$ cat config.mk
export PLATFORM = sky130hd
export DESIGN_NAME = bm25_fdiv
export DESIGN_NICKNAME = d
export VERILOG_FILES = /design/src/sv/bm25_pkg.sv /design/src/sv/bm25_fdiv.sv
export SDC_FILE = /design/constraint.sdc
export NUM_CORES = 2
export LEC_CHECK = 0
export BUFFER_PORTS_ARGS = -buffer_cell sky130_fd_sc_hd__buf_4
export CORE_ASPECT_RATIO = 0.6
export CORE_MARGIN = 2
export CORE_UTILIZATION = 40
export DETAILED_ROUTE_END_ITERATION = 10
export PLACE_DENSITY = 0.61
export SLEW_MARGIN = 15
export SYNTH_ARGS = -nofsm -noshare
export SYNTH_HDL_FRONTEND = slang
export SYNTH_SLANG_ARGS = --single-unit
$ cat constraint.sdc
create_clock -name clk_i -period 12.75 [get_ports clk_i]
set_input_delay 0 -clock clk_i [delete_from_list [all_inputs] [get_ports clk_i]]
set_output_delay 0 -clock clk_i [all_outputs]
set_load 0.005 [all_outputs]
$ cat src/sv/bm25_pkg.sv
// Package: codes, word types and single-precision arithmetic helpers for the BM25 scorer.
`timescale 1ns / 1ps
package bm25_pkg;

  localparam logic [31:0] QNanBits = 32'h7FC0_0000;
  localparam logic [31:0] OneBits  = 32'h3F80_0000;

  localparam logic [1:0] VarBm1    = 2'd0;
  localparam logic [1:0] VarBm15   = 2'd1;
  localparam logic [1:0] MergeSum  = 2'd1;
  localparam logic [1:0] MergeMax  = 2'd2;

  localparam int unsigned AddrW = 5;
  localparam logic [2:0] RegVariant    = 3'd0;
  localparam logic [2:0] RegMergeMode  = 3'd1;
  localparam logic [2:0] RegUseFb      = 3'd2;
  localparam logic [2:0] RegBoostedIdf = 3'd3;
  localparam logic [2:0] RegNormConst  = 3'd4;
  localparam logic [2:0] RegNormLength = 3'd5;

  localparam logic [1:0]  VariantRst   = 2'd2;
  localparam logic [1:0]  MergeRst     = 2'd0;
  localparam logic [31:0] NormConstRst = 32'h3F99_999A;

  typedef struct packed {
    logic [31:0] term_freq;
    logic [31:0] doc_length;
    logic [31:0] doc_boost;
    logic [31:0] prior_score;
  } in_word_t;

  typedef struct packed {
    logic [31:0] score;
  } out_word_t;

  function automatic logic f_is_nan(input logic [31:0] a);
    return (&a[30:23]) & (|a[22:0]);
  endfunction

  function automatic logic f_is_inf(input logic [31:0] a);
    return (&a[30:23]) & ~(|a[22:0]);
  endfunction

  function automatic logic f_is_zero(input logic [31:0] a);
    return ~(|a[30:0]);
  endfunction

  // effective biased exponent, subnormals count as 1
  function automatic logic signed [12:0] f_exp(input logic [31:0] a);
    return (a[30:23] == 8'd0) ? 13'sd1 : $signed({5'd0, a[30:23]});
  endfunction

  function automatic logic [23:0] f_man(input logic [31:0] a);
    return {|a[30:23], a[22:0]};
  endfunction

  // value = m * 2^(e - 175); normalize, round to nearest even, pack
  function automatic logic [31:0] fp_pack(input logic s, input logic signed [12:0] e,
                                          input logic [49:0] m);
    logic [5:0] lz;
    logic [49:0] mn;
    logic [49:0] mask;
    logic signed [12:0] en;
    logic signed [12:0] sh_full;
    logic [5:0] sh;
    logic st;
    logic inc;
    logic [7:0] ef;
    logic [30:0] mag;
    logic [31:0] res;
    lz = '0;
    for (int i = 0; i < 50; i++) begin
      if (m[i]) lz = 6'(49 - i);
    end
    mn = m << lz;
    en = e + 13'sd1 - $signed({7'd0, lz});
    ef = en[7:0];
    if (en <= 13'sd0) begin
      sh_full = 13'sd1 - en;
      sh = (sh_full > 13'sd50) ? 6'd50 : sh_full[5:0];
      mask = (50'd1 << sh) - 50'd1;
      st = |(mn & mask);
      mn = (mn >> sh) | {49'd0, st};
      ef = 8'd0;
    end
    inc = mn[25] & ((|mn[24:0]) | mn[26]);
    mag = {ef, mn[48:26]} + {30'd0, inc};
    if (m == '0) begin
      res = {s, 31'd0};
    end else if (en >= 13'sd255) begin
      res = {s, 8'hFF, 23'd0};
    end else begin
      res = {s, mag};
    end
    return res;
  endfunction

  function automatic logic [31:0] fp_mul(input logic [31:0] a, input logic [31:0] b);
    logic s;
    logic [47:0] prod;
    logic signed [12:0] e;
    logic [31:0] res;
    s = a[31] ^ b[31];
    prod = 48'(f_man(a)) * 48'(f_man(b));
    e = f_exp(a) + f_exp(b) - 13'sd125;
    if (f_is_nan(a) | f_is_nan(b) | (f_is_inf(a) & f_is_zero(b))
        | (f_is_zero(a) & f_is_inf(b))) begin
      res = QNanBits;
    end else if (f_is_inf(a) | f_is_inf(b)) begin
      res = {s, 8'hFF, 23'd0};
    end else if (f_is_zero(a) | f_is_zero(b)) begin
      res = {s, 31'd0};
    end else begin
      res = fp_pack(s, e, {2'd0, prod});
    end
    return res;
  endfunction

  function automatic logic [31:0] fp_add(input logic [31:0] a, input logic [31:0] b);
    logic [31:0] big;
    logic [31:0] sml;
    logic signed [12:0] eb;
    logic signed [12:0] es;
    logic [49:0] mbg;
    logic [49:0] msm;
    logic [49:0] mask;
    logic [49:0] sum;
    logic [7:0] d;
    logic [5:0] sh;
    logic st;
    logic [31:0] res;
    if (a[30:0] >= b[30:0]) begin
      big = a;
      sml = b;
    end else begin
      big = b;
      sml = a;
    end
    eb = f_exp(big);
    es = f_exp(sml);
    d = eb[7:0] - es[7:0];
    sh = (d > 8'd50) ? 6'd50 : d[5:0];
    mbg = {1'b0, f_man(big), 25'd0};
    msm = {1'b0, f_man(sml), 25'd0};
    mask = (50'd1 << sh) - 50'd1;
    st = |(msm & mask);
    msm = (msm >> sh) | {49'd0, st};
    sum = (a[31] == b[31]) ? (mbg + msm) : (mbg - msm);
    if (f_is_nan(a) | f_is_nan(b) | (f_is_inf(a) & f_is_inf(b) & (a[31] != b[31]))) begin
      res = QNanBits;
    end else if (f_is_inf(a)) begin
      res = a;
    end else if (f_is_inf(b)) begin
      res = b;
    end else if (f_is_zero(a) & f_is_zero(b)) begin
      res = {a[31] & b[31], 31'd0};
    end else if (f_is_zero(a)) begin
      res = b;
    end else if (f_is_zero(b)) begin
      res = a;
    end else if (sum == '0) begin
      res = 32'd0;
    end else begin
      res = fp_pack(big[31], eb, sum);
    end
    return res;
  endfunction

  function automatic logic fp_lt(input logic [31:0] a, input logic [31:0] b);
    logic res;
    if (f_is_nan(a) | f_is_nan(b) | (f_is_zero(a) & f_is_zero(b))) begin
      res = 1'b0;
    end else if (a[31] != b[31]) begin
      res = a[31];
    end else if (!a[31]) begin
      res = a[30:0] < b[30:0];
    end else begin
      res = a[30:0] > b[30:0];
    end
    return res;
  endfunction

  function automatic logic [31:0] u2f(input logic [31:0] u);
    return (u == 32'd0) ? 32'd0 : fp_pack(1'b0, 13'sd157, {u, 18'd0});
  endfunction

  function automatic logic [31:0] fp_canon(input logic [31:0] a);
    return f_is_nan(a) ? QNanBits : a;
  endfunction

endpackage

$ cat src/sv/bm25_fdiv.sv
// Pipelined single-precision divider: prescale stage, restoring quotient stages, round stage.
`timescale 1ns / 1ps
module bm25_fdiv #(
  parameter int unsigned PayW = 32
) (
  input  logic            clk_i,
  input  logic            rst_ni,
  input  logic            en_i,
  input  logic            valid_i,
  input  logic [31:0]     a_i,
  input  logic [31:0]     b_i,
  input  logic [PayW-1:0] pay_i,
  output logic            valid_o,
  output logic [31:0]     q_o,
  output logic [PayW-1:0] pay_o
);
  import bm25_pkg::*;

  localparam int unsigned QBits = 27;
  localparam int unsigned StepsPerStage = 3;
  localparam int unsigned NStages = QBits / StepsPerStage;

  logic                   v_q   [0:NStages];
  logic                   sp_q  [0:NStages];
  logic [31:0]            spv_q [0:NStages];
  logic                   s_q   [0:NStages];
  logic signed [12:0]     e_q   [0:NStages];
  logic [23:0]            mb_q  [0:NStages];
  logic [25:0]            rem_q [0:NStages];
  logic [QBits-1:0]       quo_q [0:NStages];
  logic [PayW-1:0]        pay_q [0:NStages];
  logic [25:0]            rem_d [1:NStages];
  logic [QBits-1:0]       quo_d [1:NStages];

  logic                   sp_d;
  logic [31:0]            spv_d;
  logic                   s_d;
  logic signed [12:0]     e_d;
  logic [23:0]            ma_r;
  logic [23:0]            mb_r;
  logic [23:0]            ma_n;
  logic [23:0]            mb_n;
  logic [4:0]             lza;
  logic [4:0]             lzb;
  logic                   vout_q;
  logic [31:0]            qout_q;
  logic [PayW-1:0]        pout_q;

  always_comb begin
    s_d = a_i[31] ^ b_i[31];
    ma_r = f_man(a_i);
    mb_r = f_man(b_i);
    lza = '0;
    lzb = '0;
    for (int i = 0; i < 24; i++) begin
      if (ma_r[i]) lza = 5'(23 - i);
      if (mb_r[i]) lzb = 5'(23 - i);
    end
    ma_n = ma_r << lza;
    mb_n = mb_r << lzb;
    e_d = (f_exp(a_i) - $signed({8'd0, lza})) - (f_exp(b_i) - $signed({8'd0, lzb}))
          + 13'sd127;
    sp_d = 1'b1;
    if (f_is_nan(a_i) | f_is_nan(b_i) | (f_is_zero(a_i) & f_is_zero(b_i))
        | (f_is_inf(a_i) & f_is_inf(b_i))) begin
      spv_d = QNanBits;
    end else if (f_is_inf(a_i) | f_is_zero(b_i)) begin
      spv_d = {s_d, 8'hFF, 23'd0};
    end else if (f_is_zero(a_i) | f_is_inf(b_i)) begin
      spv_d = {s_d, 31'd0};
    end else begin
      spv_d = '0;
      sp_d = 1'b0;
    end
  end

  always_comb begin
    for (int k = 1; k <= NStages; k++) begin
      rem_d[k] = rem_q[k-1];
      quo_d[k] = quo_q[k-1];
      for (int j = 0; j < StepsPerStage; j++) begin
        if (rem_d[k] >= {2'd0, mb_q[k-1]}) begin
          rem_d[k] = rem_d[k] - {2'd0, mb_q[k-1]};
          quo_d[k] = {quo_d[k][QBits-2:0], 1'b1};
        end else begin
          quo_d[k] = {quo_d[k][QBits-2:0], 1'b0};
        end
        rem_d[k] = {rem_d[k][24:0], 1'b0};
      end
    end
  end

  always_ff @(posedge clk_i or negedge rst_ni) begin
    if (!rst_ni) begin
      for (int k = 0; k <= NStages; k++) v_q[k] <= 1'b0;
      vout_q <= 1'b0;
    end else if (en_i) begin
      v_q[0] <= valid_i;
      for (int k = 1; k <= NStages; k++) v_q[k] <= v_q[k-1];
      vout_q <= v_q[NStages];
    end
  end

  always_ff @(posedge clk_i) begin
    if (en_i) begin
      sp_q[0]  <= sp_d;
      spv_q[0] <= spv_d;
      s_q[0]   <= s_d;
      e_q[0]   <= e_d;
      mb_q[0]  <= mb_n;
      rem_q[0] <= {2'd0, ma_n};
      quo_q[0] <= '0;
      pay_q[0] <= pay_i;
      for (int k = 1; k <= NStages; k++) begin
        sp_q[k]  <= sp_q[k-1];
        spv_q[k] <= spv_q[k-1];
        s_q[k]   <= s_q[k-1];
        e_q[k]   <= e_q[k-1];
        mb_q[k]  <= mb_q[k-1];
        rem_q[k] <= rem_d[k];
        quo_q[k] <= quo_d[k];
        pay_q[k] <= pay_q[k-1];
      end
      qout_q <= sp_q[NStages] ? spv_q[NStages]
              : fp_pack(s_q[NStages], e_q[NStages],
                        {1'b0, quo_q[NStages], 21'd0, |rem_q[NStages]});
      pout_q <= pay_q[NStages];
    end
  end

  assign valid_o = vout_q;
  assign q_o     = qout_q;
  assign pay_o   = pout_q;

endmodule

=== Word level (Yosys, flattened, before mapping) ===
Memory sizes are Yosys's and may differ from the RTL's. A register that Yosys moved wholly into a read port is not among the register bits.
Index checks and enable logic that the tools add are counted.

* Muxes and demuxes: 149
* Multipliers: 0
* Magnitude comparators: 30
* Reductions and logical operators: 14
* Shifts and indexed selects: 5
* Div/mod/pow operators: 0
* Equal/unequal tests: 0
* $add $sub $neg: 36
* Bitwise operators: 20

{| class="wikitable"
|+ Operators by type and width
! cell !! count
|-
| $ge 26x24->1 || 27
|-
| $mux 25 || 27
|-
| $sub 25x24->25 || 27
|-
| $mux 5 || 48
|-
| $mux 6 || 30
|-
| $mux 32 || 4
|-
| $mux 49 || 2
|-
| $mux 31 || 2
|-
| $reduce_or 31->1 || 2
|-
| $and 50x50->50 || 1
|-
| $reduce_or 50->1 || 1
|-
| $shl 1x6->50 const A || 1
|-
| $shl 49x6->50 || 1
|-
| $shr 50x6->49 || 1
|-
| $sub 50x1->50 const B || 1
|-
| $or 49x1->49 || 1
|-
| $shl 24x5->24 || 2
|-
| $reduce_or 23->1 || 2
|-
| $mux 1 || 32
|-
| $mux 8 || 4
|-
| $add 31x1->31 || 1
|-
| $logic_not 28->1 || 1
|-
| $reduce_or 26->1 || 1
|-
| $reduce_or 25->1 || 1
|-
| other kinds (16) || 34
|}

* Bits in latches: 0
* Word-level logic and storage cells: 274
* Bits in read-only memories: 0
* Bits in registers: 43
* Bits in writable memories: 1,560
* Memories: 8

{| class="wikitable"
|+ Memory list
! memory !! words !! width !! read ports !! clocked after memory_dff !! wr ports !! RTL line !! text
|-
| pay_q || 10 || 32 || 10 || 1 || 10 || bm25_fdiv.sv:31 || <nowiki>logic [PayW-1:0] pay_q [0:NStages];</nowiki>
|-
| spv_q || 10 || 32 || 10 || 0 || 10 || bm25_fdiv.sv:25 || <nowiki>logic [31:0] spv_q [0:NStages];</nowiki>
|-
| quo_q || 10 || 27 || 10 || 0 || 10 || bm25_fdiv.sv:30 || <nowiki>logic [QBits-1:0] quo_q [0:NStages];</nowiki>
|-
| rem_q || 10 || 26 || 10 || 0 || 10 || bm25_fdiv.sv:29 || <nowiki>logic [25:0] rem_q [0:NStages];</nowiki>
|-
| mb_q || 10 || 24 || 9 || 0 || 10 || bm25_fdiv.sv:28 || <nowiki>logic [23:0] mb_q [0:NStages];</nowiki>
|-
| e_q || 10 || 13 || 10 || 0 || 10 || bm25_fdiv.sv:27 || <nowiki>logic signed [12:0] e_q [0:NStages];</nowiki>
|-
| 2 more memories || n/a || n/a || n/a || n/a || n/a || n/a ||
|}

=== Logic depth before layout (Yosys ltp) ===
An unclocked memory read counts as a cell.

* Depth after elaboration: 49
* Mapped depth: 56
* Gate-level depth less buffers: 52

=== Worst setup path before layout ===
OpenSTA, ideal clock, no wires.

* Kind: reg-to-reg
* Start point: memory mb_q[0][0]
* End point: memory rem_q[1][10], data pin
* Library setup time: 0.260 ns
* Cell stages (with the launch flop): 56
* Buffers on the path: 4
* Arrival time: 11.551 ns
* Setup slack: 0.939 ns
* Cell sequence: edfxtp_1 ha_1 inv_1 fa_1 a21o_1 a21oi_1 o21ai_0 a21oi_1 o21bai_1 a21oi_1 o311ai_0 nor3b_1 o31ai_1 a21oi_1 o21ai_0 nand2_1 clkbuf_1 nor2_1 (+20 left out) a21o_1 a21o_1 a21o_1 a21o_1 a21o_1 a21oi_1 o21ai_0 a2111oi_0 o31ai_1 o41ai_1 o21ai_0 nor4_1 o31a_1 and3_1 nor2b_1 clkbuf_1 buf_1 mux2_2

{| class="wikitable"
|+ RTL lines
! element !! RTL line
|-
| start, declared || bm25_fdiv.sv:28
|-
| end, declared || bm25_fdiv.sv:29
|}

==> out/qor.txt <==
CORE AREA - 207000 µm²
Fin crit share - 97.0%
First-pass GRT wire length - 400 mm
Mapped Area - 83400 µm²
RSZ-0062 raised after global routing - false
Synth Warn # - 0
Initial antenna violation count - 8
Slowest CP cell - a311o_1
Fin. Hold Viols - 0
Clk_lat worst skew - 0.78 ns
Worst reg-to-reg path cell count - 50
Post-Synth Simple-Gate Area - 14.2%
Router iterations before antenna repair - 7
Layout Skew - 0.0438 ns
FFs w/ async S/R, synth - 0.952%
Reg2Reg Setup Slack - 0.38 ns
IO Port Bufs - 164
Min-Delay Endpoint - mb_q[0][22]
Vias in the first global route - 62700
Most common cell after layout, fill and taps aside - edfxtp_1
Syn Inst Count - 8446
Total Neg Setup Slack - 0 ns
Final core occ - 45.7%
Antenna Violating Nets Remaining - 0
Grt ovf - 0
Tightest Pin Transition - 1.32 ns
CP startpoint kind - register
Largest family of logic cells by synthesized area - compound AO/OA/AOI/OAI gates
Critical path data arrival time - 12.85 ns
Synth unique cells - 114
Htree depth - 3
Setup-failing EPs final - 0
Row count - 129
Via density - 5.94
Most frequent cells in the layout - edfxtp_1, nor2_1, a21oi_1, ha_1, nand2_1
Routed Wire Length - 268 mm
All-Layer GR Usage - 24.3%
Max-cap violation count - 0
Hold Path Cell Cnt - 4
Post-synthesis xor/xnor area fraction - 5.83%
Max transition margin - 11.5%
Run status - finished clean
Iteration-0 DRC Markers - 9312
Post-route DRC - 0
Max-slew violations - 0
Critical path peak fanout - 25
CP peak stage delay - 0.49 ns
Clock buffer depth - 3
Complex-gate fraction of the synthesized area - 18.1%
Synth Area per Inst - 9.88 µm²
Crit Reg-Reg Startpoint - mb_q[3][1]
HP Start - b_i[18]
Clock tree from TritonCTS - yes
Clock root buffer - clkbuf_16
Main synth FF type - edfxtp_1
Hold Crit Class - in -> reg
Die area - 212000 µm²
Maximum clock frequency - 80.8 MHz
Wire per inst - 23.0 µm
Final min period - 12.37 ns
Die Span Y - 358 µm
Mux contribution to synthesized area - 6.28%
I/O Pins - 165
Clock slew at reported path FFs - 0.07 ns
Die X - 594 µm
Worst hold slack - 0.0488 ns
Setup crit end kind - register
Gp weighted congestion - 1.02
Largest net degree at the start of global routing - 171
Share of cells above drive strength 1 - 12.2%
Total CTS buffers - 113
DR vias - 69300
Adder-Cell Fraction of Synth Area - 10.5%
Clk sink count - 1155
Area growth from synthesis to layout - 13.2%
CP Class - reg -> reg
CP Data Required Time - 13.23 ns
Seq/Total Area, Yosys - 41.5%
Initial core utilization - 40.4%
Fin nets - 9605
Post-DP HPWL - 208 mm
Seq cells post-synth - 1155
Post-Syn Nets - 9237
Post-synth EDFFs - 1144
FF-to-FF End - rem_q[4][4]
## critical path: cells and delay by family (launching register included)
family | cells | cell delay [ns]
adders and majority gates | 3 | 1.32
buffers and inverters | 8 | 1.69
and+or+nand+nor | 8 | 1.40
AOI/OAI and AO/OA | 30 | 6.86
DFF | 1 | 0.47
muxes | 1 | 0.33
## flip-flops by register name (all words and copies together), names as in the netlist, 30 cells and up
name   count
e_q      110
mb_q     216
pay_o     32
pay_q    320
q_o       32
quo_q    135
rem_q    249
spv_q     30
## kinds of logic after synthesis
family | Yosys count
flip-flops | 1155
AND/OR/NAND/NOR | 2441
adder cells (fa/ha/maj) | 691
multiplexers | 467
buffers and inverters | 781
AO/OA/AOI/OAI | 2356
XOR/XNOR | 555
## per-stage QoR
step	setup slack [ns]	instances	cell area, µm²
after floorplan	0.939	8446	83400
after global placement	-0.0546	11300	88900
after detailed placement	0.126	11300	88900
after CTS	0.0389	11700	94200
after global routing	0.00788	11700	94400
final	0.381	11700	94400
## repair_timing
action	in CTS	in global routing
endpoints found under the hold margin	214	0
hold buffers	131	0
setup endpoints to repair	0	207
setup buffers	0	11
resized for setup	0	36
## cells in the mapped netlist, types with 50 or more instances
| library cell | count | share of area [%] |
|---|---|---|
| a211oi_1 | 57 | 0.51 |
| a21boi_0 | 56 | 0.50 |
| a21o_1 | 204 | 1.8 |
| a21oi_1 | 719 | 4.3 |
| a31oi_1 | 87 | 0.65 |
| and2_1 | 50 | 0.38 |
| and3_1 | 67 | 0.50 |
| clkbuf_1 | 223 | 1.0 |
| edfxtp_1 | 1144 | 41 |
| ha_1 | 678 | 10 |
| inv_1 | 497 | 2.2 |
| mux2_2 | 314 | 4.2 |
| mux2i_1 | 139 | 1.7 |
| nand2_1 | 550 | 2.5 |
| nand2b_1 | 97 | 0.73 |
| nand3_1 | 220 | 1.3 |
| nand4_1 | 137 | 1.0 |
| nor2_1 | 727 | 3.3 |
| nor2b_1 | 100 | 0.75 |
| nor3_1 | 205 | 1.2 |
| nor4_1 | 75 | 0.56 |
| o211ai_1 | 57 | 0.51 |
| o21a_1 | 87 | 0.78 |
| o21ai_0 | 476 | 2.9 |
| o21bai_1 | 100 | 0.90 |
| o31ai_1 | 68 | 0.61 |
| or2_2 | 55 | 0.41 |
| or3_1 | 50 | 0.38 |
| xnor2_1 | 378 | 4.0 |
| xor2_1 | 177 | 1.9 |
## layer usage
metal  vias to the layer above  track usage (%)  routed length [µm]
met3                       251             6.17               30300
met1                     33400             41.2              140000
met2                      3177             29.7               94000
met4                         4             3.88                3690
met5                         -           0.0871                  28
li1                      32500                -                   -
## final cells by class
type                    count  area [µm²]
diodes                      3        7.51
well taps                2751        3440
fillers                 19500      112000
repair buffers            529        4440
flip-flops and latches   1155       34600
multi-input cells        6510       46100
clock buffers             133        2920
clock inverters            78         980
inverters                 505        1900
## how the worst max path moves through the flow
stage,cells after the start,endpoint,from
2_1_floorplan,55,rem_q[1][10],mb_q[0][0]
3_3_place_gp,52,rem_q[4][4],mb_q[3][0]
3_5_place_dp,47,rem_q[9][14],mb_q[8][0]
4_1_cts,47,rem_q[9][13],mb_q[8][0]
5_1_grt,49,rem_q[5][8],mb_q[4][1]
6_report,50,rem_q[4][4],mb_q[3][1]
Power is not shown: default switching activity piles up to over one toggle a cycle in this logic, so the estimate is an artifact.
